## src/transaction_duration_extractor_assert.svh

```systemverilog
// Assertion macros for the duration extractor RTL.
// Used by modules that check their own control logic; needs clk and rst_n in scope.
`ifndef TRANSACTION_DURATION_EXTRACTOR_ASSERT_SVH
`define TRANSACTION_DURATION_EXTRACTOR_ASSERT_SVH

// same-cycle implication
`define TDE_ASSERT_IMP(lbl, ante, cons) \
    lbl: assert property (@(posedge clk) disable iff (!rst_n) (ante) |-> (cons)) \
        else $error("tde assertion failed");

// next-cycle implication
`define TDE_ASSERT_NXT(lbl, ante, cons) \
    lbl: assert property (@(posedge clk) disable iff (!rst_n) (ante) |=> (cons)) \
        else $error("tde assertion failed");

`endif

```

## src/tde_pkg.sv

```systemverilog
// Shared types, constants and helpers for the transaction duration extractor.
// No dependencies.
package tde_pkg;

    localparam int COUNT_BITS = 16;
    localparam logic [15:0] COUNT_MAX = 16'((64'd1 << COUNT_BITS) - 64'd1);

    localparam logic [31:0] MS_PER_HOUR   = 32'd3600000;
    localparam logic [31:0] MS_PER_MINUTE = 32'd60000;

    localparam logic [26:0] OPEN_RESET  = 27'd34200000;
    localparam logic [26:0] CLOSE_RESET = 27'd57600000;

    typedef enum logic [2:0] {
        CFG_KIND   = 3'd0,
        CFG_MERGE  = 3'd1,
        CFG_OPEN   = 3'd2,
        CFG_CLOSE  = 3'd3,
        CFG_PTHR   = 3'd4,
        CFG_VTHR   = 3'd5
    } cfg_reg_t;

    localparam logic [1:0] KIND_TRADE  = 2'd0;
    localparam logic [1:0] KIND_PRICE  = 2'd1;
    localparam logic [1:0] KIND_VOLUME = 2'd2;

    localparam logic [1:0] PH_NONE    = 2'd0;
    localparam logic [1:0] PH_WAIT    = 2'd1;
    localparam logic [1:0] PH_OPENREF = 2'd2;
    localparam logic [1:0] PH_RUN     = 2'd3;

    typedef struct packed {
        logic [20:0] date;
        logic [4:0]  hour;
        logic [5:0]  minute;
        logic [15:0] second_ms;
        logic [26:0] t;
        logic [30:0] volume;
        logic [31:0] price;
        logic        last;
    } item_t;

    typedef struct packed {
        logic [20:0] date;
        logic [4:0]  hour;
        logic [5:0]  minute;
        logic [15:0] second_ms;
        logic [31:0] volume;
        logic [31:0] price;
        logic [26:0] dur;
        logic [15:0] count;
        logic [31:0] row_number;
        logic        last;
    } row_t;

    function automatic logic [26:0] dur_of(logic [26:0] t, logic [26:0] base);
        return (t >= base) ? (t - base) : 27'd0;
    endfunction

    function automatic logic [31:0] sat_add32(logic [31:0] a, logic [31:0] b);
        logic [32:0] s;
        s = {1'b0, a} + {1'b0, b};
        return s[32] ? 32'hFFFF_FFFF : s[31:0];
    endfunction

    function automatic logic [63:0] sat_add64(logic [63:0] a, logic [62:0] b);
        logic [64:0] s;
        s = {1'b0, a} + {2'b00, b};
        return s[64] ? 64'hFFFF_FFFF_FFFF_FFFF : s[63:0];
    endfunction

    function automatic logic [15:0] sat_inc(logic [15:0] c);
        return (c < COUNT_MAX) ? (c + 16'd1) : c;
    endfunction

endpackage

```

## src/tde_back.sv

```systemverilog
// Back end: day/window tracking, accumulation, duration decisions, bit-serial
// divider for merged prices, config registers. Depends on tde_pkg and the assert header.
`include "transaction_duration_extractor_assert.svh"

module tde_back (
    input  logic           clk,
    input  logic           rst_n,
    input  logic           cfg_write,
    input  logic [2:0]     cfg_index,
    input  logic [31:0]    cfg_data,
    input  logic           item_valid,
    input  tde_pkg::item_t item,
    output logic           item_pop,
    output logic           row_push,
    output tde_pkg::row_t  row_data,
    input  logic [2:0]     row_count
);

    typedef enum logic [2:0] {
        S_IDLE, S_EVAL, S_FLUSH, S_DIV, S_FEMIT, S_BODY, S_LAST, S_DONE
    } state_t;

    state_t          state_reg, state_next;

    logic [1:0]      kind_reg;
    logic            merge_reg;
    logic [26:0]     open_reg, close_reg;
    logic [31:0]     pthr_reg, vthr_reg;

    tde_pkg::item_t  it_reg, it_next;
    logic [62:0]     prod_reg, prod_next;
    logic            newday_reg, newday_next;
    logic            joins_reg, joins_next;
    logic            ret_done_reg, ret_done_next;

    logic [20:0]     cd_reg, cd_next;
    logic [1:0]      ph_reg, ph_next;
    logic [26:0]     rt_reg, rt_next;
    logic [31:0]     rp_reg, rp_next;
    logic [31:0]     cv_reg, cv_next;
    logic [63:0]     ts_reg, ts_next;
    logic [15:0]     gc_reg, gc_next;
    logic [31:0]     rc_reg, rc_next;

    logic            pend_valid_reg, pend_valid_next;
    logic [4:0]      pend_hour_reg, pend_hour_next;
    logic [5:0]      pend_minute_reg, pend_minute_next;
    logic [15:0]     pend_sec_reg, pend_sec_next;
    logic [26:0]     pend_t_reg, pend_t_next;
    logic [31:0]     pend_price_reg, pend_price_next;

    logic [31:0]     rem_reg, rem_next;
    logic [63:0]     quo_reg, quo_next;
    logic [5:0]      divcnt_reg, divcnt_next;
    logic            divused_reg, divused_next;

    logic            held_valid_reg, held_valid_next;
    tde_pkg::row_t   held_reg, held_next;

    logic            emit_en;
    tde_pkg::row_t   emit_row;
    logic            trade_win, in_win, hit;
    logic [32:0]     rem_shift;
    logic [31:0]     diff;

    always_comb
    begin
        state_next       = state_reg;
        it_next          = it_reg;
        prod_next        = prod_reg;
        newday_next      = newday_reg;
        joins_next       = joins_reg;
        ret_done_next    = ret_done_reg;
        cd_next          = cd_reg;
        ph_next          = ph_reg;
        rt_next          = rt_reg;
        rp_next          = rp_reg;
        cv_next          = cv_reg;
        ts_next          = ts_reg;
        gc_next          = gc_reg;
        rc_next          = rc_reg;
        pend_valid_next  = pend_valid_reg;
        pend_hour_next   = pend_hour_reg;
        pend_minute_next = pend_minute_reg;
        pend_sec_next    = pend_sec_reg;
        pend_t_next      = pend_t_reg;
        pend_price_next  = pend_price_reg;
        rem_next         = rem_reg;
        quo_next         = quo_reg;
        divcnt_next      = divcnt_reg;
        divused_next     = divused_reg;
        held_valid_next  = held_valid_reg;
        held_next        = held_reg;
        item_pop         = 1'b0;
        row_push         = 1'b0;
        row_data         = held_reg;
        emit_en          = 1'b0;
        emit_row         = '0;
        hit              = 1'b0;
        trade_win = (it_reg.t > open_reg) && (it_reg.t <= close_reg);
        in_win    = (it_reg.t >= open_reg) && (it_reg.t <= close_reg);
        rem_shift = {rem_reg, quo_reg[63]};
        diff      = (it_reg.price >= rp_reg) ? it_reg.price - rp_reg : rp_reg - it_reg.price;

        unique case (state_reg)
            S_IDLE:
            begin
                if (item_valid && (row_count <= 3'd2))
                begin
                    item_pop   = 1'b1;
                    it_next    = item;
                    state_next = S_EVAL;
                end
            end
            S_EVAL:
            begin
                newday_next = (ph_reg == tde_pkg::PH_NONE) || (it_reg.date != cd_reg);
                joins_next  = pend_valid_reg && !newday_next
                              && (kind_reg == tde_pkg::KIND_TRADE) && merge_reg
                              && trade_win && (it_reg.t == pend_t_reg);
                prod_next   = 63'(it_reg.volume) * 63'(it_reg.price);
                if (pend_valid_reg && !joins_next)
                begin
                    ret_done_next = 1'b0;
                    state_next    = S_FLUSH;
                end
                else
                begin
                    state_next = S_BODY;
                end
            end
            S_FLUSH:
            begin
                if ((gc_reg > 16'd1) && (cv_reg != 32'd0))
                begin
                    rem_next     = '0;
                    quo_next     = ts_reg;
                    divcnt_next  = '0;
                    divused_next = 1'b1;
                    state_next   = S_DIV;
                end
                else
                begin
                    divused_next = 1'b0;
                    state_next   = S_FEMIT;
                end
            end
            S_DIV:
            begin
                if (rem_shift >= {1'b0, cv_reg})
                begin
                    rem_next = 32'(rem_shift - {1'b0, cv_reg});
                    quo_next = {quo_reg[62:0], 1'b1};
                end
                else
                begin
                    rem_next = rem_shift[31:0];
                    quo_next = {quo_reg[62:0], 1'b0};
                end
                divcnt_next = divcnt_reg + 6'd1;
                if (divcnt_reg == 6'd63)
                begin
                    state_next = S_FEMIT;
                end
            end
            S_FEMIT:
            begin
                emit_en             = 1'b1;
                emit_row.date       = cd_reg;
                emit_row.hour       = pend_hour_reg;
                emit_row.minute     = pend_minute_reg;
                emit_row.second_ms  = pend_sec_reg;
                emit_row.volume     = cv_reg;
                if (!divused_reg)
                    emit_row.price  = pend_price_reg;
                else if (quo_reg[63:32] != 32'd0)
                    emit_row.price  = 32'hFFFF_FFFF;
                else
                    emit_row.price  = quo_reg[31:0];
                emit_row.dur        = tde_pkg::dur_of(pend_t_reg, rt_reg);
                emit_row.count      = gc_reg;
                emit_row.row_number = rc_reg;
                rc_next         = rc_reg + 32'd1;
                rt_next         = pend_t_reg;
                cv_next         = '0;
                ts_next         = '0;
                gc_next         = '0;
                pend_valid_next = 1'b0;
                state_next      = ret_done_reg ? S_DONE : S_BODY;
            end
            S_BODY:
            begin
                if (newday_reg)
                begin
                    cd_next = it_reg.date;
                    ph_next = tde_pkg::PH_WAIT;
                    rt_next = open_reg;
                    rp_next = '0;
                    cv_next = '0;
                    ts_next = '0;
                    gc_next = '0;
                end
                if (kind_reg == tde_pkg::KIND_TRADE)
                begin
                    if (trade_win)
                    begin
                        if (!merge_reg)
                        begin
                            emit_en             = 1'b1;
                            emit_row.date       = cd_next;
                            emit_row.hour       = it_reg.hour;
                            emit_row.minute     = it_reg.minute;
                            emit_row.second_ms  = it_reg.second_ms;
                            emit_row.volume     = {1'b0, it_reg.volume};
                            emit_row.price      = it_reg.price;
                            emit_row.dur        = tde_pkg::dur_of(it_reg.t, rt_next);
                            emit_row.count      = 16'd1;
                            emit_row.row_number = rc_reg;
                            rc_next = rc_reg + 32'd1;
                            rt_next = it_reg.t;
                        end
                        else
                        begin
                            if (!joins_reg)
                            begin
                                cv_next          = '0;
                                ts_next          = '0;
                                gc_next          = '0;
                                pend_valid_next  = 1'b1;
                                pend_hour_next   = it_reg.hour;
                                pend_minute_next = it_reg.minute;
                                pend_sec_next    = it_reg.second_ms;
                                pend_t_next      = it_reg.t;
                            end
                            ts_next         = tde_pkg::sat_add64(ts_next, prod_reg);
                            cv_next         = tde_pkg::sat_add32(cv_next, {1'b0, it_reg.volume});
                            gc_next         = tde_pkg::sat_inc(gc_next);
                            pend_price_next = it_reg.price;
                        end
                    end
                end
                else if ((kind_reg == tde_pkg::KIND_PRICE) || (kind_reg == tde_pkg::KIND_VOLUME))
                begin
                    if (in_win)
                    begin
                        if ((ph_next == tde_pkg::PH_WAIT)
                            || ((ph_next == tde_pkg::PH_OPENREF) && (it_reg.t == open_reg)))
                        begin
                            rp_next = it_reg.price;
                            if (it_reg.t == open_reg)
                            begin
                                rt_next = open_reg;
                                ph_next = tde_pkg::PH_OPENREF;
                            end
                            else
                            begin
                                rt_next = it_reg.t;
                                ph_next = tde_pkg::PH_RUN;
                            end
                        end
                        else
                        begin
                            // a new day always takes the reference branch, so rp_reg holds here
                            ph_next = tde_pkg::PH_RUN;
                            cv_next = tde_pkg::sat_add32(cv_next, {1'b0, it_reg.volume});
                            gc_next = tde_pkg::sat_inc(gc_next);
                            if (kind_reg == tde_pkg::KIND_PRICE)
                                hit = diff >= pthr_reg;
                            else
                                hit = cv_next >= vthr_reg;
                            if (hit && (!merge_reg || (it_reg.t != rt_next)))
                            begin
                                emit_en             = 1'b1;
                                emit_row.date       = cd_next;
                                emit_row.hour       = it_reg.hour;
                                emit_row.minute     = it_reg.minute;
                                emit_row.second_ms  = it_reg.second_ms;
                                emit_row.volume     = cv_next;
                                emit_row.price      = it_reg.price;
                                emit_row.dur        = tde_pkg::dur_of(it_reg.t, rt_next);
                                emit_row.count      = gc_next;
                                emit_row.row_number = rc_reg;
                                rc_next = rc_reg + 32'd1;
                                rt_next = it_reg.t;
                                rp_next = it_reg.price;
                                cv_next = '0;
                                ts_next = '0;
                                gc_next = '0;
                            end
                        end
                    end
                end
                state_next = S_LAST;
            end
            S_LAST:
            begin
                if (it_reg.last && pend_valid_reg)
                begin
                    ret_done_next = 1'b1;
                    state_next    = S_FLUSH;
                end
                else
                begin
                    state_next = S_DONE;
                end
            end
            S_DONE:
            begin
                row_push        = held_valid_reg;
                row_data        = held_reg;
                row_data.last   = 1'b1;
                held_valid_next = 1'b0;
                state_next      = S_IDLE;
            end
            default:
            begin
                state_next = S_IDLE;
            end
        endcase

        // a new row pushes out the one held back; the last row waits for its flag
        if (emit_en)
        begin
            row_push        = held_valid_reg;
            row_data        = held_reg;
            held_next       = emit_row;
            held_next.last  = 1'b0;
            held_valid_next = 1'b1;
        end
    end

    always_ff @(posedge clk or negedge rst_n)
    begin
        if (!rst_n)
        begin
            state_reg      <= S_IDLE;
            kind_reg       <= tde_pkg::KIND_TRADE;
            merge_reg      <= 1'b1;
            open_reg       <= tde_pkg::OPEN_RESET;
            close_reg      <= tde_pkg::CLOSE_RESET;
            pthr_reg       <= 32'd1;
            vthr_reg       <= 32'd1;
            cd_reg         <= '0;
            ph_reg         <= tde_pkg::PH_NONE;
            rt_reg         <= '0;
            rp_reg         <= '0;
            cv_reg         <= '0;
            ts_reg         <= '0;
            gc_reg         <= '0;
            rc_reg         <= '0;
            pend_valid_reg <= 1'b0;
            held_valid_reg <= 1'b0;
            ret_done_reg   <= 1'b0;
            divcnt_reg     <= '0;
            divused_reg    <= 1'b0;
        end
        else
        begin
            state_reg      <= state_next;
            cd_reg         <= cd_next;
            ph_reg         <= ph_next;
            rt_reg         <= rt_next;
            rp_reg         <= rp_next;
            cv_reg         <= cv_next;
            ts_reg         <= ts_next;
            gc_reg         <= gc_next;
            rc_reg         <= rc_next;
            pend_valid_reg <= pend_valid_next;
            held_valid_reg <= held_valid_next;
            ret_done_reg   <= ret_done_next;
            divcnt_reg     <= divcnt_next;
            divused_reg    <= divused_next;
            if (cfg_write)
            begin
                case (cfg_index)
                    tde_pkg::CFG_KIND:  kind_reg  <= cfg_data[1:0];
                    tde_pkg::CFG_MERGE: merge_reg <= cfg_data[0];
                    tde_pkg::CFG_OPEN:  open_reg  <= cfg_data[26:0];
                    tde_pkg::CFG_CLOSE: close_reg <= cfg_data[26:0];
                    tde_pkg::CFG_PTHR:  pthr_reg  <= cfg_data;
                    tde_pkg::CFG_VTHR:  vthr_reg  <= cfg_data;
                    default:            ;
                endcase
            end
        end
    end

    always_ff @(posedge clk)
    begin
        it_reg          <= it_next;
        prod_reg        <= prod_next;
        newday_reg      <= newday_next;
        joins_reg       <= joins_next;
        pend_hour_reg   <= pend_hour_next;
        pend_minute_reg <= pend_minute_next;
        pend_sec_reg    <= pend_sec_next;
        pend_t_reg      <= pend_t_next;
        pend_price_reg  <= pend_price_next;
        rem_reg         <= rem_next;
        quo_reg         <= quo_next;
        held_reg        <= held_next;
    end

    `TDE_ASSERT_IMP(a_div_nonzero, state_reg == S_DIV, cv_reg != 32'd0)
    `TDE_ASSERT_IMP(a_pend_counted, pend_valid_reg, gc_reg != 16'd0)
    `TDE_ASSERT_IMP(a_room_for_rows, item_pop, row_count <= 3'd2)
    `TDE_ASSERT_NXT(a_done_drains, state_reg == S_DONE, !held_valid_reg)

endmodule

```

## config.mk

```make
export PLATFORM = sky130hd
export DESIGN_NAME = tde_back
export DESIGN_NICKNAME = d
export VERILOG_FILES = /design/src/tde_pkg.sv /design/src/tde_back.sv
export VERILOG_INCLUDE_DIRS = /design/src /design/src/src
export SDC_FILE = /design/constraint.sdc
export NUM_CORES = 2
export LEC_CHECK = 0
export ABC_AREA = 0
export BUFFER_PORTS_ARGS = -buffer_cell sky130_fd_sc_hd__buf_2
export CAP_MARGIN = 5
export CORE_MARGIN = 4
export CORE_UTILIZATION = 63
export DETAILED_ROUTE_END_ITERATION = 12
export PLACE_DENSITY_LB_ADDON = 0.25
export SYNTH_ARGS = -nofsm -noshare
export SYNTH_HDL_FRONTEND = slang
export SYNTH_SLANG_ARGS = --single-unit
```

## constraint.sdc

```tcl
create_clock -name clk -period 13.49 [get_ports clk]
set_input_delay 2.698 -clock clk [delete_from_list [all_inputs] [get_ports clk]]
set_output_delay 2.698 -clock clk [all_outputs]
set_load 0.05 [all_outputs]
```

==> impl_metrics.toml <==
[sta]
setup_viol = 0
relSlewSlack_pct = 8.11
slew_viol_final = 0
skew_ns = 0.0481
min_period_ns = 11.56
post-route-period-util_pct = 85.7
rsz0062_at_grt = "false"
hold_viol = 0
tns_ns = 0
max_freq_mhz = 86.5
setup_slack_ns = 1.93
worst_pin_slew_ns = 1.38

[global_route]
overflow = 0
grt_pass1_vias = 75442
grt_max_degree = 119
grt_pass1_wl_mm = 465
antenna_found_initial = 21
grtUsageTotal_pct = 42.1

[placed_design]
dpl_cell_area_um2 = 92500
routabilityCongestion = 1.03
portBuffers = 370
dp_slack_ns = 2.94
dpl.hpwl_mm = 231

[route]
vias_per_cell = 6.47
initialDrtViolationCount = 8337
first_pass_iters = 10
routedWlPerCell_um = 27.1
drc = 0
ant_nets = 0
vias = 73886
drt-total-wl_mm = 309

[worst_hold_path]
hp-class = "flop to flop"

[synthesis]
syn_area_um2 = 88900
ys_ff_latch = 933
synth-warning-count = 0
avgSynthCellArea_um2 = 9.55
synth_top_cell_by_area = "fa_1"
synth_cell_types = 94
syn-num-nets = 11013
synth_cells = 9303
synth_top_cell_area_share_pct = 19.7
ys_seq_area_share_pct = 29.5
synth_area_leaders = "fa_1, edfxtp_1, dfrtp_1, ha_1, nand2_1"
synth_flop_cell = "edfxtp_1"
ys_async_sr_fraction_pct = 38.6
synth_edf_count = 573

[critical_path]
cp-end-kind = "primary output"
worstPathMaxFanout = 35
critical_path_class = "flop to primary output"
ff2ff_path_depth = 28
slowest_delay_ns = 0.92
crit-reg2reg-launch = "newday_reg$_DFFE_PP_"
startpoint = "newday_reg$_DFFE_PP_"
reg2reg_slack_ns = 3.85
crit_top_cell = "a211oi_1"
start_kind = "flop"
worstPathRequired_ns = 10.79
arrival_ns = 8.86
critPathSlowestCell = "and2_1"
regToRegEndpoint = "held_reg[141]$_DFFE_PP_"
crit_end = "row_push"

[clocking]
numCtsBuffers = 101
h-tree-depth = 3
clkLatencyLatePin_ns = 0.77
cts-resized-gates = 0
clk_pin_slew_ns = 0.06
clkSinkCount = 933
clock_path_buffers = 3
postCtsSetupRepairBufs = 0
hold_buffers = 0
cts_tree = "built"
clockRootBuffer = "clkbuf_16"

[finish]
final_cell_area_um2 = 96000
final_core_util_pct = 68.6
finalNetCount = 11146
largest_register_ffs = 187
drive_above_1_share_pct = 9.05
syn_to_final_growth_pct = 8.03
nFillCells = 10758

[floorplanning]
die_x_um = 384
start_util_pct = 63.5
fp.dieH_um = 384
placementRows = 137
dieArea_um2 = 147000
core_um2 = 140000
ios = 371

[run_status]
outcome = "complete, no violations"

[run]
cap_violations = 0
-- cell usage after synthesis (30+ instances only) --
cell / number
nor2b_1: 99
a22o_1: 126
o22ai_1: 68
mux2i_1: 48
mux2_2: 88
nor4_1: 47
nand2_1: 1204
o221ai_1: 78
clkbuf_1: 445
xnor2_1: 204
fa_1: 874
inv_1: 1158
nand4_1: 98
a22oi_1: 30
nand3_1: 134
nor3_1: 70
nand2b_1: 55
o21bai_1: 49
dfrtp_1: 336
a21oi_1: 488
a21o_1: 221
ha_1: 655
xor2_1: 141
nor2_1: 311
o21a_1: 46
a31oi_1: 47
a211oi_1: 63
o31ai_1: 57
edfxtp_1: 573
and2_1: 633
o21ai_0: 408
and3_1: 46
-- critical path, delay by kind of cell, from the launching register on --
kind | cells | cell delay, ns
flip-flops | 1 | 0.39
AO/OA/AOI/OAI | 11 | 3.10
buffers and inverters | 5 | 0.99
adder cells (fa/ha/maj) | 3 | 0.79
AND/OR/NAND/NOR | 9 | 2.81
-- worst min-delay path by stage --
| stage | startpoint | to | slack (ns) | depth (start not counted) |
|---|---|---|---|---|
| floorplan | it_reg[113]$_DFFE_PP_ | pend_hour_reg[0]$_DFFE_PP_ | 0.43 | 0 |
| global placement | it_reg[107]$_DFFE_PP_ | pend_minute_reg[0]$_DFFE_PP_ | 0.44 | 0 |
| detailed placement | it_reg[116]$_DFFE_PP_ | pend_hour_reg[3]$_DFFE_PP_ | 0.44 | 0 |
| CTS | it_reg[91]$_DFFE_PP_ | pend_sec_reg[0]$_DFFE_PP_ | 0.45 | 0 |
| global route | it_reg[106]$_DFFE_PP_ | pend_sec_reg[15]$_DFFE_PP_ | 0.46 | 0 |
| finish | it_reg[106]$_DFFE_PP_ | pend_sec_reg[15]$_DFFE_PP_ | 0.45 | 0 |
-- routing by layer --
metal  track usage [%]  wire (µm)  up-vias
li1                  -          -    31726
met1              52.0     111000    36526
met2              66.7     141000     4411
met3              7.55      28600     1209
met4              31.3      28500       14
met5                 0         89        -
-- final cells by class --
type | count | area, µm² | area share (%)
Multi-Input combinational cell | 6730 | 56600 | 58.9
Sequential cell | 933 | 26200 | 27.3
Inverter | 1160 | 4360 | 4.54
Timing Repair Buffer | 510 | 2930 | 3.05
Clock buffer | 131 | 2740 | 2.86
Tap cell | 1876 | 2350 | 2.45
Clock inverter | 61 | 757 | 0.789
Antenna cell | 12 | 30.0 | 0.0313
-- logic make-up after synthesis --
kind of cell	Yosys count	synth area share, %
DFF	933	29.5
adders and majority gates	1529	28.9
xor gates and xnor gates	345	3.40
buffers and inverters	1640	6.98
AOI/OAI and AO/OA	1923	14.2
muxes	136	1.66
and+or+nand+nor	2797	15.3
-- metrics by stage --
step / hold WS [ns] / instances
floorplan: 0.427 / 9303
global placement: 0.435 / 11209
detailed placement: 0.438 / 11209
CTS: 0.452 / 11401
global route: 0.462 / 11402
finish: 0.452 / 11413
-- layout by cell type (no fill, tap or decap), types with 48 or more instances in the layout --
cell type / Yosys / layout
nand2_1: 1204 / 1203
inv_1: 1158 / 1157
fa_1: 874 / 874
ha_1: 655 / 654
and2_1: 633 / 633
edfxtp_1: 573 / 573
a21oi_1: 488 / 487
o21ai_0: 408 / 407
buf_2: 18 / 369
dfrtp_1: 336 / 336
nor2_1: 311 / 302
a21o_1: 221 / 221
xnor2_1: 204 / 204
xor2_1: 141 / 141
buf_4: 1 / 139
nand3_1: 134 / 134
a22o_1: 126 / 126
clkbuf_16: 0 / 103
nand4_1: 98 / 98
nor2b_1: 99 / 97
mux2_2: 88 / 88
o221ai_1: 78 / 78
nor3_1: 70 / 68
o22ai_1: 68 / 68
a211oi_1: 63 / 63
o31ai_1: 57 / 56
nand2b_1: 55 / 54
o21bai_1: 49 / 49
mux2i_1: 48 / 48
Power is not shown: default switching activity piles up to over one toggle a cycle in this logic, so the estimate is an artifact.
