<file path="src/transaction_duration_extractor_assert.svh">
// Assertion macros for the duration extractor RTL.
// Used by modules that check their own control logic; needs clk and rst_n in scope.
`ifndef TRANSACTION_DURATION_EXTRACTOR_ASSERT_SVH
`define TRANSACTION_DURATION_EXTRACTOR_ASSERT_SVH

// same-cycle implication
`define TDE_ASSERT_IMP(lbl, ante, cons) \
    lbl: assert property (@(posedge clk) disable iff (!rst_n) (ante) |-> (cons)) \
        else $error("tde assertion failed");

// next-cycle implication
`define TDE_ASSERT_NXT(lbl, ante, cons) \
    lbl: assert property (@(posedge clk) disable iff (!rst_n) (ante) |=> (cons)) \
        else $error("tde assertion failed");

`endif

</file>
<file path="src/tde_pkg.sv">
// Shared types, constants and helpers for the transaction duration extractor.
// No dependencies.
package tde_pkg;

    localparam int COUNT_BITS = 16;
    localparam logic [15:0] COUNT_MAX = 16'((64'd1 << COUNT_BITS) - 64'd1);

    localparam logic [31:0] MS_PER_HOUR   = 32'd3600000;
    localparam logic [31:0] MS_PER_MINUTE = 32'd60000;

    localparam logic [26:0] OPEN_RESET  = 27'd34200000;
    localparam logic [26:0] CLOSE_RESET = 27'd57600000;

    typedef enum logic [2:0] {
        CFG_KIND   = 3'd0,
        CFG_MERGE  = 3'd1,
        CFG_OPEN   = 3'd2,
        CFG_CLOSE  = 3'd3,
        CFG_PTHR   = 3'd4,
        CFG_VTHR   = 3'd5
    } cfg_reg_t;

    localparam logic [1:0] KIND_TRADE  = 2'd0;
    localparam logic [1:0] KIND_PRICE  = 2'd1;
    localparam logic [1:0] KIND_VOLUME = 2'd2;

    localparam logic [1:0] PH_NONE    = 2'd0;
    localparam logic [1:0] PH_WAIT    = 2'd1;
    localparam logic [1:0] PH_OPENREF = 2'd2;
    localparam logic [1:0] PH_RUN     = 2'd3;

    typedef struct packed {
        logic [20:0] date;
        logic [4:0]  hour;
        logic [5:0]  minute;
        logic [15:0] second_ms;
        logic [26:0] t;
        logic [30:0] volume;
        logic [31:0] price;
        logic        last;
    } item_t;

    typedef struct packed {
        logic [20:0] date;
        logic [4:0]  hour;
        logic [5:0]  minute;
        logic [15:0] second_ms;
        logic [31:0] volume;
        logic [31:0] price;
        logic [26:0] dur;
        logic [15:0] count;
        logic [31:0] row_number;
        logic        last;
    } row_t;

    function automatic logic [26:0] dur_of(logic [26:0] t, logic [26:0] base);
        return (t >= base) ? (t - base) : 27'd0;
    endfunction

    function automatic logic [31:0] sat_add32(logic [31:0] a, logic [31:0] b);
        logic [32:0] s;
        s = {1'b0, a} + {1'b0, b};
        return s[32] ? 32'hFFFF_FFFF : s[31:0];
    endfunction

    function automatic logic [63:0] sat_add64(logic [63:0] a, logic [62:0] b);
        logic [64:0] s;
        s = {1'b0, a} + {2'b00, b};
        return s[64] ? 64'hFFFF_FFFF_FFFF_FFFF : s[63:0];
    endfunction

    function automatic logic [15:0] sat_inc(logic [15:0] c);
        return (c < COUNT_MAX) ? (c + 16'd1) : c;
    endfunction

endpackage

</file>
<file path="src/tde_row_fifo.sv">
// Four-word result queue between the back end and the result ports.
// Depends on tde_pkg.
module tde_row_fifo (
    input  logic          clk,
    input  logic          rst_n,
    input  logic          wr_en,
    input  tde_pkg::row_t wr_row,
    input  logic          pop,
    output logic          empty,
    output tde_pkg::row_t head,
    output logic [2:0]    count
);

    tde_pkg::row_t mem_reg [4];
    logic [1:0]    wr_ptr_reg, wr_ptr_next;
    logic [1:0]    rd_ptr_reg, rd_ptr_next;
    logic [2:0]    count_reg, count_next;
    logic          do_pop;

    assign empty  = (count_reg == 3'd0);
    assign head   = mem_reg[rd_ptr_reg];
    assign count  = count_reg;
    assign do_pop = pop && !empty;

    always_comb
    begin
        wr_ptr_next = wr_en ? wr_ptr_reg + 2'd1 : wr_ptr_reg;
        rd_ptr_next = do_pop ? rd_ptr_reg + 2'd1 : rd_ptr_reg;
        count_next  = count_reg + 3'(wr_en) - 3'(do_pop);
    end

    always_ff @(posedge clk or negedge rst_n)
    begin
        if (!rst_n)
        begin
            wr_ptr_reg <= 2'd0;
            rd_ptr_reg <= 2'd0;
            count_reg  <= 3'd0;
        end
        else
        begin
            wr_ptr_reg <= wr_ptr_next;
            rd_ptr_reg <= rd_ptr_next;
            count_reg  <= count_next;
        end
    end

    always_ff @(posedge clk)
    begin
        if (wr_en)
        begin
            mem_reg[wr_ptr_reg] <= wr_row;
        end
    end

endmodule

</file>
<file path="config.mk">
export PLATFORM = sky130hd
export DESIGN_NAME = tde_row_fifo
export DESIGN_NICKNAME = d
export VERILOG_FILES = /design/src/transaction_duration_extractor_assert.svh /design/src/tde_pkg.sv /design/src/tde_row_fifo.sv
export SDC_FILE = /design/constraint.sdc
export NUM_CORES = 1
export LEC_CHECK = 0
export BUFFER_PORTS_ARGS = -buffer_cell sky130_fd_sc_hd__buf_4
export CAP_MARGIN = 20
export CORE_ASPECT_RATIO = 1.1
export CORE_UTILIZATION = 51
export DETAILED_ROUTE_END_ITERATION = 12
export PLACE_DENSITY = 0.72
export SYNTH_ARGS = -nofsm -noshare
export SYNTH_HDL_FRONTEND = slang
export SYNTH_SLANG_ARGS = --single-unit
</file>
<file path="constraint.sdc">
create_clock -name clk -period 5.3 [get_ports clk]
set_input_delay 0.265 -clock clk [delete_from_list [all_inputs] [get_ports clk]]
set_output_delay 0.265 -clock clk [all_outputs]
set_load 0.05 [all_outputs]
</file>
==> metrics.txt, run 1 <==
# TYPE chip_impl_metric gauge
chip_impl_metric{name="cp_num_buf_inv",unit=""} 2
chip_impl_metric{name="critPathMaxFanout",unit=""} 65
chip_impl_metric{name="synthToLayoutAreaGrowth",unit="%"} 29.1
chip_impl_metric{name="chipWidth",unit="um"} 223
chip_impl_metric{name="synth_nets",unit=""} 1216
chip_impl_metric{name="switchingPower",unit="W"} 0.00839
chip_impl_metric{name="clock-skew-final",unit="ns"} 0.0270
chip_impl_metric{name="number_of_global_route_vias_before_repair",unit=""} 14197
chip_impl_metric{name="wire_per_inst",unit="um"} 23.5
chip_impl_info{name="timing.critical_path.to_type",value="output port"} 1
chip_impl_metric{name="design.die.area",unit="um2"} 54800
chip_impl_metric{name="grt_antenna_before_repair",unit=""} 4
chip_impl_metric{name="combinational_share_of_power",unit=""} 0.398
chip_impl_metric{name="detailroute.via_count",unit=""} 13118
chip_impl_info{name="outcome",value="finished clean"} 1
chip_impl_metric{name="final.period_utilization",unit=""} 0.621
chip_impl_metric{name="final_nets",unit=""} 1846
chip_impl_metric{name="clkPwrFrac",unit=""} 0.229
chip_impl_metric{name="cts.reportedPaths.clkPinSlew",unit="ns"} 0.06
chip_impl_info{name="tritoncts_clock_tree",value="done"} 1
chip_impl_metric{name="timing_max_transition_violations_final",unit=""} 0
chip_impl_metric{name="floorplan.core_area",unit="um2"} 52900
chip_impl_metric{name="postSynthRegisterBits",unit=""} 759
chip_impl_metric{name="postSynth.asyncResetShare",unit=""} 0.00922
chip_impl_info{name="cells_along_the_critical_path",value="buf_12 -> mux4_2 -> buf_4"} 1
chip_impl_metric{name="synth_instances",unit=""} 1017
chip_impl_metric{name="largest_reg_flops",unit=""} 752
chip_impl_metric{name="routed_wirelength",unit="um"} 56200
chip_impl_metric{name="postCtsSetupRepairBufs",unit=""} 0
chip_impl_metric{name="global_route_wire_length_before_repair",unit="um"} 84800
chip_impl_metric{name="worst_slew_pin_slew",unit="ns"} 0.948
chip_impl_info{name="cp-start-kind",value="register"} 1
chip_impl_metric{name="gpl.final_weighted_congestion",unit=""} 0.748
chip_impl_info{name="rsz0062_at_grt",value="false"} 1
chip_impl_metric{name="cts_sinks",unit=""} 759
chip_impl_metric{name="netSwitchingFraction",unit=""} 0.379
chip_impl_metric{name="sequential_to_total_area_share_from_yosys_stat",unit=""} 0.828
chip_impl_metric{name="grt_overflow",unit=""} 0
chip_impl_metric{name="pin_count_of_the_biggest_net_entering_global_routing",unit=""} 104
chip_impl_metric{name="drt-initial-drc-count",unit=""} 992
chip_impl_info{name="ys_top_cells_by_area",value="edfxtp_1 (82%), mux4_2 (15%), dfrtp_1 (0.64%), buf_6 (0.45%), buf_2 (0.40%)"} 1
chip_impl_info{name="cpMaxStageDelayCell",value="dfrtp_4"} 1
chip_impl_metric{name="clock_tree.buffer_depth",unit=""} 3
chip_impl_info{name="path_class_of_the_lowest_slack_min_delay_path",value="input pin to register"} 1
chip_impl_info{name="yosysMostFrequentCell",value="edfxtp_1"} 1
chip_impl_info{name="cts_root_buffer",value="clkbuf_16"} 1
chip_impl_metric{name="power_density",unit="nW/um2"} 625
chip_impl_metric{name="timing.setup.tns",unit="ns"} 0
chip_impl_metric{name="mappedNetlistArea",unit="um2"} 27500
chip_impl_metric{name="final.hold.worst_slack",unit="ns"} 0.401
chip_impl_metric{name="ir_worst_vdd",unit="mV"} 0.597
chip_impl_metric{name="synth_largest_type_area_fraction",unit=""} 0.822
chip_impl_info{name="yosys_most_used_dff",value="edfxtp_1"} 1
chip_impl_metric{name="p_leak",unit="nW"} 12.2
chip_impl_metric{name="cts_repair_resize_count",unit=""} 0
chip_impl_info{name="synth_area_leader_cell",value="edfxtp_1"} 1
chip_impl_metric{name="postSynthAreaPerCell",unit="um2"} 27.0
chip_impl_metric{name="detail_route.drc_violations",unit=""} 0
chip_impl_metric{name="cp_data_required_time",unit="ns"} 5.04
chip_impl_metric{name="global_route.usage.total",unit=""} 0.209
chip_impl_metric{name="io_buffer_count",unit=""} 383
chip_impl_metric{name="boundaryPins",unit=""} 384
chip_impl_metric{name="drv_cap",unit=""} 0
chip_impl_metric{name="netlist-cell-type-count",unit=""} 19
chip_impl_info{name="synth_cell_count_leaders",value="edfxtp_1 (752), mux4_2 (188), buf_2 (22), buf_6 (11)"} 1
chip_impl_metric{name="clock_latency",unit="ns"} 0.61
chip_impl_metric{name="timing.max_slew.rel_slack",unit=""} 0.368
chip_impl_info{name="path_class",value="register to output port"} 1
chip_impl_metric{name="cts_buffers",unit=""} 76
chip_impl_metric{name="worst_ep_arrival",unit="ns"} 3.03
chip_impl_info{name="timing.critical_path.max_delay_family",value="flip-flops"} 1
chip_impl_metric{name="cpPeakStageDelay",unit="ns"} 0.99
chip_impl_metric{name="htree_levels",unit=""} 3
chip_impl_metric{name="die_height",unit="um"} 245
chip_impl_metric{name="final_period_minus_worst_setup_slack",unit="ns"} 3.29
chip_impl_metric{name="max_clock_freq",unit="MHz"} 304
chip_impl_metric{name="hold_viol",unit=""} 0
chip_impl_metric{name="overall_power_of_the_completed_layout",unit="W"} 0.0222
chip_impl_metric{name="starting_density_of_the_core",unit=""} 0.520
chip_impl_metric{name="synth-warning-count",unit=""} 0
chip_impl_metric{name="dp.final_hpwl",unit="um"} 32100
chip_impl_metric{name="route.antenna.remaining_nets",unit=""} 0
chip_impl_metric{name="route.detailed.vias_per_inst",unit=""} 5.50
chip_impl_metric{name="drt-pass1-iter-count",unit=""} 5
chip_impl_metric{name="seq_power_share",unit=""} 0.373
chip_impl_metric{name="placement_rows",unit=""} 88
chip_impl_metric{name="synth_edf_count",unit=""} 752
chip_impl_metric{name="post_route_cells_drive_above_1_share",unit=""} 0.407
chip_impl_metric{name="power_report.internal_total",unit="W"} 0.0138
chip_impl_metric{name="finalSetupViolCount",unit=""} 0
[cells by family after synthesis]
kind of cell             Yosys count  share of synthesized area
AO/OA/AOI/OAI                      3                   0.000774
XOR/XNOR                           5                    0.00159
adder cells (fa/ha/maj)            7                    0.00346
buffers and inverters             49                     0.0108
flip-flops                       759                      0.828
multiplexers                     188                      0.154
AND/OR/NAND/NOR                    6                    0.00123
[placed cells by master (no fill, tap or decap)]
| cell | synthesis | final |
|---|---|---|
| fa_1 | 1 | 1 |
| and2_4 | 0 | 4 |
| clkinvlp_4 | 0 | 2 |
| edfxtp_1 | 752 | 752 |
| nand2_1 | 1 | 1 |
| inv_6 | 0 | 2 |
| ha_1 | 6 | 6 |
| dfrtp_4 | 0 | 2 |
| clkbuf_1 | 7 | 22 |
| o31ai_1 | 1 | 1 |
| nor3_1 | 1 | 1 |
| dlygate4sd3_1 | 0 | 193 |
| bufinv_16 | 0 | 4 |
| inv_1 | 7 | 7 |
| xnor2_1 | 4 | 4 |
| clkinv_8 | 0 | 3 |
| clkinv_2 | 0 | 10 |
| diode_2 | 0 | 3 |
| clkinv_1 | 0 | 16 |
| clkinv_4 | 0 | 2 |
| buf_4 | 1 | 394 |
| clkbuf_16 | 0 | 78 |
| buf_12 | 0 | 7 |
| mux4_2 | 188 | 188 |
| xor2_1 | 1 | 1 |
| o311ai_0 | 1 | 1 |
| dfrtp_1 | 7 | 5 |
| o21ai_0 | 1 | 1 |
[metrics by stage]
stage | area [um2] | worst slack (ns) | std cells | utilization
2_1_floorplan | 27500 | 1.93 | 1017 | -
3_3_place_gp | 31200 | 2.52 | 2051 | 0.590
3_5_place_dp | 31200 | 2.54 | 2051 | 0.590
4_1_cts | 35500 | 1.86 | 2383 | 0.671
5_1_grt | 35500 | 1.78 | 2385 | 0.671
6_report | 35500 | 2.01 | 2386 | 0.671
[timing repair]
action	in CTS	in global routing
hold buffers	193	0
endpoints found under the setup margin	0	0
hold endpoints to repair	764	0
[path summary, 6_finish.rpt]
path,start,endpoint,slack [ns],cells after the start
hold reg to reg,wr_ptr_reg[0]$_DFFE_PN0P_,wr_ptr_reg[0]$_DFFE_PN0P_,0.52,1
min in group asynchronous,rst_n,wr_ptr_reg[1]$_DFFE_PN0P_,0.57,3
hold / removal,wr_row[61],mem_reg[1][61]$_DFFE_PP_,0.40,2
setup / recovery,rd_ptr_reg[0]$_DFFE_PN0P_,head[90],2.01,3
max in group asynchronous,rst_n,rd_ptr_reg[0]$_DFFE_PN0P_,3.83,4
setup reg to reg,wr_ptr_reg[0]$_DFFE_PN0P_,mem_reg[0][24]$_DFFE_PP_,2.82,4
[power groups by stage]
stage | Sequential, W | Clock (W) | Combinational (W)
2_1_floorplan | 0.00825 | 0 | 0.00642
3_5_place_dp | 0.00841 | 0 | 0.00879
6_report | 0.00827 | 0.00507 | 0.00882
4_1_cts | 0.00829 | 0.00517 | 0.00893
3_3_place_gp | 0.00833 | 0 | 0.00878
5_1_grt | 0.00838 | 0.00541 | 0.00917
[area by class of cell]
class	instances	area, um2
Tap cell	675	845
Antenna cell	3	7.51
Inverter	7	26.3
Sequential cell	759	22800
Fill cell	3276	17400
Clock inverter	39	329
Timing Repair Buffer	594	5030
Clock buffer	100	2030
Multi-Input combinational cell	209	4440
[routing by layer]
metal	global-route usage	part of all wire
met1	0.262	0.39
met2	0.351	0.51
met3	0.0532	0.069
met4	0.0856	0.030
met5	0	0.00018
[worst reg2reg max path: stages, from the launching register on]
cell and delay [ns]:
dfrtp_1 0.41, inv_1 0.10, ha_1 0.15, and2_4 0.75
buf_4 0.69
No activity file was read; power rests on OpenSTA's default activity.
==> run 2, diff against run 1 <==
CORE_UTILIZATION = 57   (was 51)
PLACE_DENSITY = 0.76   (was 0.72)
clock period = 3.35 ns   (was 5.3 ns; I/O delays follow)
==> metrics.txt, run 2 (same netlist as run 1, synthesis figures left out) <==
# TYPE chip_impl_metric gauge
chip_impl_info{name="outcome",value="finished clean"} 1
chip_impl_info{name="path_class_of_the_lowest_slack_min_delay_path",value="input pin to register"} 1
chip_impl_metric{name="largest_reg_flops",unit=""} 752
chip_impl_info{name="globalRoute.busiestLayer",value="met2"} 1
chip_impl_metric{name="cp_num_buf_inv",unit=""} 2
chip_impl_metric{name="min_path_cells",unit=""} 2
chip_impl_info{name="cts_root_buffer",value="clkbuf_16"} 1
chip_impl_metric{name="timing.max_slew.rel_slack",unit=""} 0.508
chip_impl_info{name="timing.critical_path.to_type",value="output port"} 1
chip_impl_metric{name="use_met1",unit=""} 0.303
chip_impl_metric{name="worst_ep_arrival",unit="ns"} 2.59
chip_impl_metric{name="timing_max_transition_violations_final",unit=""} 0
chip_impl_info{name="path_class",value="register to output port"} 1
chip_impl_metric{name="cp_data_required_time",unit="ns"} 3.18
chip_impl_metric{name="boundaryPins",unit=""} 384
chip_impl_metric{name="route.detailed.vias_per_inst",unit=""} 5.65
chip_impl_info{name="cp-start-kind",value="register"} 1
chip_impl_metric{name="chipWidth",unit="um"} 211
chip_impl_metric{name="drt-initial-drc-count",unit=""} 902
chip_impl_info{name="worstReg2RegEnd",value="count[2]$_DFF_PN0_"} 1
chip_impl_info{name="cells_along_the_critical_path",value="buf_12 -> mux4_2 -> buf_4"} 1
chip_impl_metric{name="final-instance-count-excl-fill",unit=""} 2372
chip_impl_info{name="worstHoldEndpoint",value="mem_reg[2][175]$_DFFE_PP_"} 1
chip_impl_metric{name="hold_viol",unit=""} 0
chip_impl_info{name="timing.critical_path.max_delay_family",value="flip-flops"} 1
chip_impl_metric{name="worst_r2r_setup_slack",unit="ns"} 0.90
chip_impl_metric{name="number_of_global_route_vias_before_repair",unit=""} 14509
chip_impl_metric{name="die_height",unit="um"} 232
chip_impl_metric{name="ir_worst_vdd",unit="mV"} 0.909
chip_impl_metric{name="io_buffer_count",unit=""} 383
chip_impl_metric{name="finalSetupViolCount",unit=""} 0
chip_impl_metric{name="wire_per_inst",unit="um"} 25.2
chip_impl_info{name="cpMaxStageDelayCell",value="dfrtp_4"} 1
chip_impl_metric{name="pin_count_of_the_biggest_net_entering_global_routing",unit=""} 42
chip_impl_info{name="rsz0062_at_grt",value="false"} 1
chip_impl_metric{name="max_clock_freq",unit="MHz"} 363
chip_impl_metric{name="grt_overflow",unit=""} 0
chip_impl_metric{name="critPathMaxFanout",unit=""} 37
chip_impl_metric{name="clock_latency",unit="ns"} 0.60
chip_impl_metric{name="gpl.final_weighted_congestion",unit=""} 0.748
chip_impl_metric{name="synthToLayoutAreaGrowth",unit="%"} 29.8
chip_impl_metric{name="cts_buffers",unit=""} 72
chip_impl_metric{name="final.period_utilization",unit=""} 0.823
chip_impl_metric{name="drt-pass1-iter-count",unit=""} 5
chip_impl_metric{name="route.antenna.remaining_nets",unit=""} 0
chip_impl_metric{name="clock_tree.buffer_depth",unit=""} 3
chip_impl_metric{name="floorplan.core_area",unit="um2"} 47700
chip_impl_metric{name="p_leak",unit="nW"} 12.4
chip_impl_metric{name="htree_levels",unit=""} 3
chip_impl_metric{name="global_route.usage.total",unit=""} 0.246
chip_impl_info{name="tritoncts_clock_tree",value="done"} 1
chip_impl_metric{name="cpPeakStageDelay",unit="ns"} 0.79
chip_impl_metric{name="routed_wirelength",unit="um"} 59800
chip_impl_metric{name="layout_setup_ws",unit="ns"} 0.594
chip_impl_metric{name="dp.cells",unit=""} 2049
chip_impl_metric{name="use_met2",unit=""} 0.421
chip_impl_info{name="regToRegStartpoint",value="count[1]$_DFF_PN0_"} 1
chip_impl_metric{name="detail_route.drc_violations",unit=""} 0
chip_impl_metric{name="dp_worst_setup_slack",unit="ns"} 1.10
chip_impl_metric{name="starting_density_of_the_core",unit=""} 0.576
chip_impl_info{name="final_common_cell",value="edfxtp_1"} 1
chip_impl_info{name="final_cell_mix",value="edfxtp_1 (752), buf_4 (409), dlygate4sd3_1 (192), mux4_2 (188), clkbuf_16 (76)"} 1
chip_impl_metric{name="grt_util_met3",unit=""} 0.0644
chip_impl_metric{name="power_density",unit="nW/um2"} 990
chip_impl_metric{name="cts_sinks",unit=""} 759
chip_impl_metric{name="final_nets",unit=""} 1869
chip_impl_metric{name="detailroute.via_count",unit=""} 13395
chip_impl_metric{name="drv_cap",unit=""} 0
chip_impl_metric{name="final_period_minus_worst_setup_slack",unit="ns"} 2.76
chip_impl_info{name="holdCritStartpoint",value="wr_row[175]"} 1
chip_impl_metric{name="post_route_cells_drive_above_1_share",unit=""} 0.415
chip_impl_metric{name="worst_slew_pin_slew",unit="ns"} 0.738
chip_impl_metric{name="design.die.area",unit="um2"} 49100
chip_impl_metric{name="grt_antenna_before_repair",unit=""} 4
chip_impl_metric{name="dp.final_hpwl",unit="um"} 33800
chip_impl_metric{name="clock-skew-final",unit="ns"} 0.0186
chip_impl_metric{name="r2r_cells",unit=""} 9
chip_impl_metric{name="postCtsSetupRepairBufs",unit=""} 0
chip_impl_metric{name="timing.setup.tns",unit="ns"} 0
chip_impl_metric{name="global_route_wire_length_before_repair",unit="um"} 87300
chip_impl_metric{name="overall_power_of_the_completed_layout",unit="W"} 0.0353
chip_impl_metric{name="cts.reportedPaths.clkPinSlew",unit="ns"} 0.06
chip_impl_metric{name="placement_rows",unit=""} 84
run 2: changes by cell type in the layout (fill, tap and decap cells not counted):
| cell | delta |
|---|---|
| buf_12 | +13 |
| diode_2 | +1 |
| dlygate4sd3_1 | -1 |
| clkbuf_16 | -2 |
| clkinv_2 | -3 |
| clkinv_8 | -2 |
| clkbuf_1 | -5 |
| clkinv_1 | +2 |
| clkinv_4 | -1 |
| clkbuf_8 | +1 |
| buf_4 | +15 |
| clkinvlp_4 | -2 |
run 2: stage by stage:
step                 util  instance area (um2)  hold slack, ns
finish              0.748                35700           0.320
global route        0.748                35700           0.298
CTS                 0.748                35700           0.283
detailed placement  0.660                31500        -0.00850
global placement    0.660                31500         -0.0136
floorplan               -                27500          -0.128
run 2: where the power goes:
group	leakage, nW	internal (W)	total (W)	switching (W)
Clock	1.10	0.00447	0.00779	0.00332
Combinational	4.27	0.00503	0.0145	0.00949
Sequential	6.99	0.0124	0.0130	0.000627
Total	12.4	0.0219	0.0353	0.0134
run 2: how the worst max path moves through the flow:
stage | start | end | depth (start not counted)
floorplan | wr_ptr_reg[1]$_DFFE_PN0P_ | mem_reg[1][0]$_DFFE_PP_ | 3
global placement | count[1]$_DFF_PN0_ | count[2]$_DFF_PN0_ | 9
detailed placement | count[1]$_DFF_PN0_ | count[2]$_DFF_PN0_ | 9
CTS | rd_ptr_reg[0]$_DFFE_PN0P_ | head[140] | 3
global route | rd_ptr_reg[0]$_DFFE_PN0P_ | head[121] | 3
finish | rd_ptr_reg[0]$_DFFE_PN0P_ | head[121] | 3
run 2: timing repair:
action / CTS / global route
resized for setup: 0 / 0
hold buffers: 192 / 0
hold endpoints to repair: 764 / 0
run 2: cell type report:
| cell class | count | area [um2] |
|---|---|---|
| Fill cell | 2508 | 12000 |
| Multi-Input combinational cell | 209 | 4440 |
| Clock buffer | 94 | 1980 |
| Inverter | 7 | 26.3 |
| Clock inverter | 33 | 265 |
| Sequential cell | 759 | 22800 |
| Antenna cell | 4 | 10.0 |
| Timing Repair Buffer | 621 | 5390 |
| Tap cell | 645 | 807 |
run 2: routing by layer:
layer / vias up / share of wire / wire length (um)
li1: 5728 / - / -
met1: 6995 / 0.37 / 22100
met2: 573 / 0.52 / 31300
met3: 99 / 0.077 / 4620
met4: 0 / 0.028 / 1680
met5: - / 0 / 0
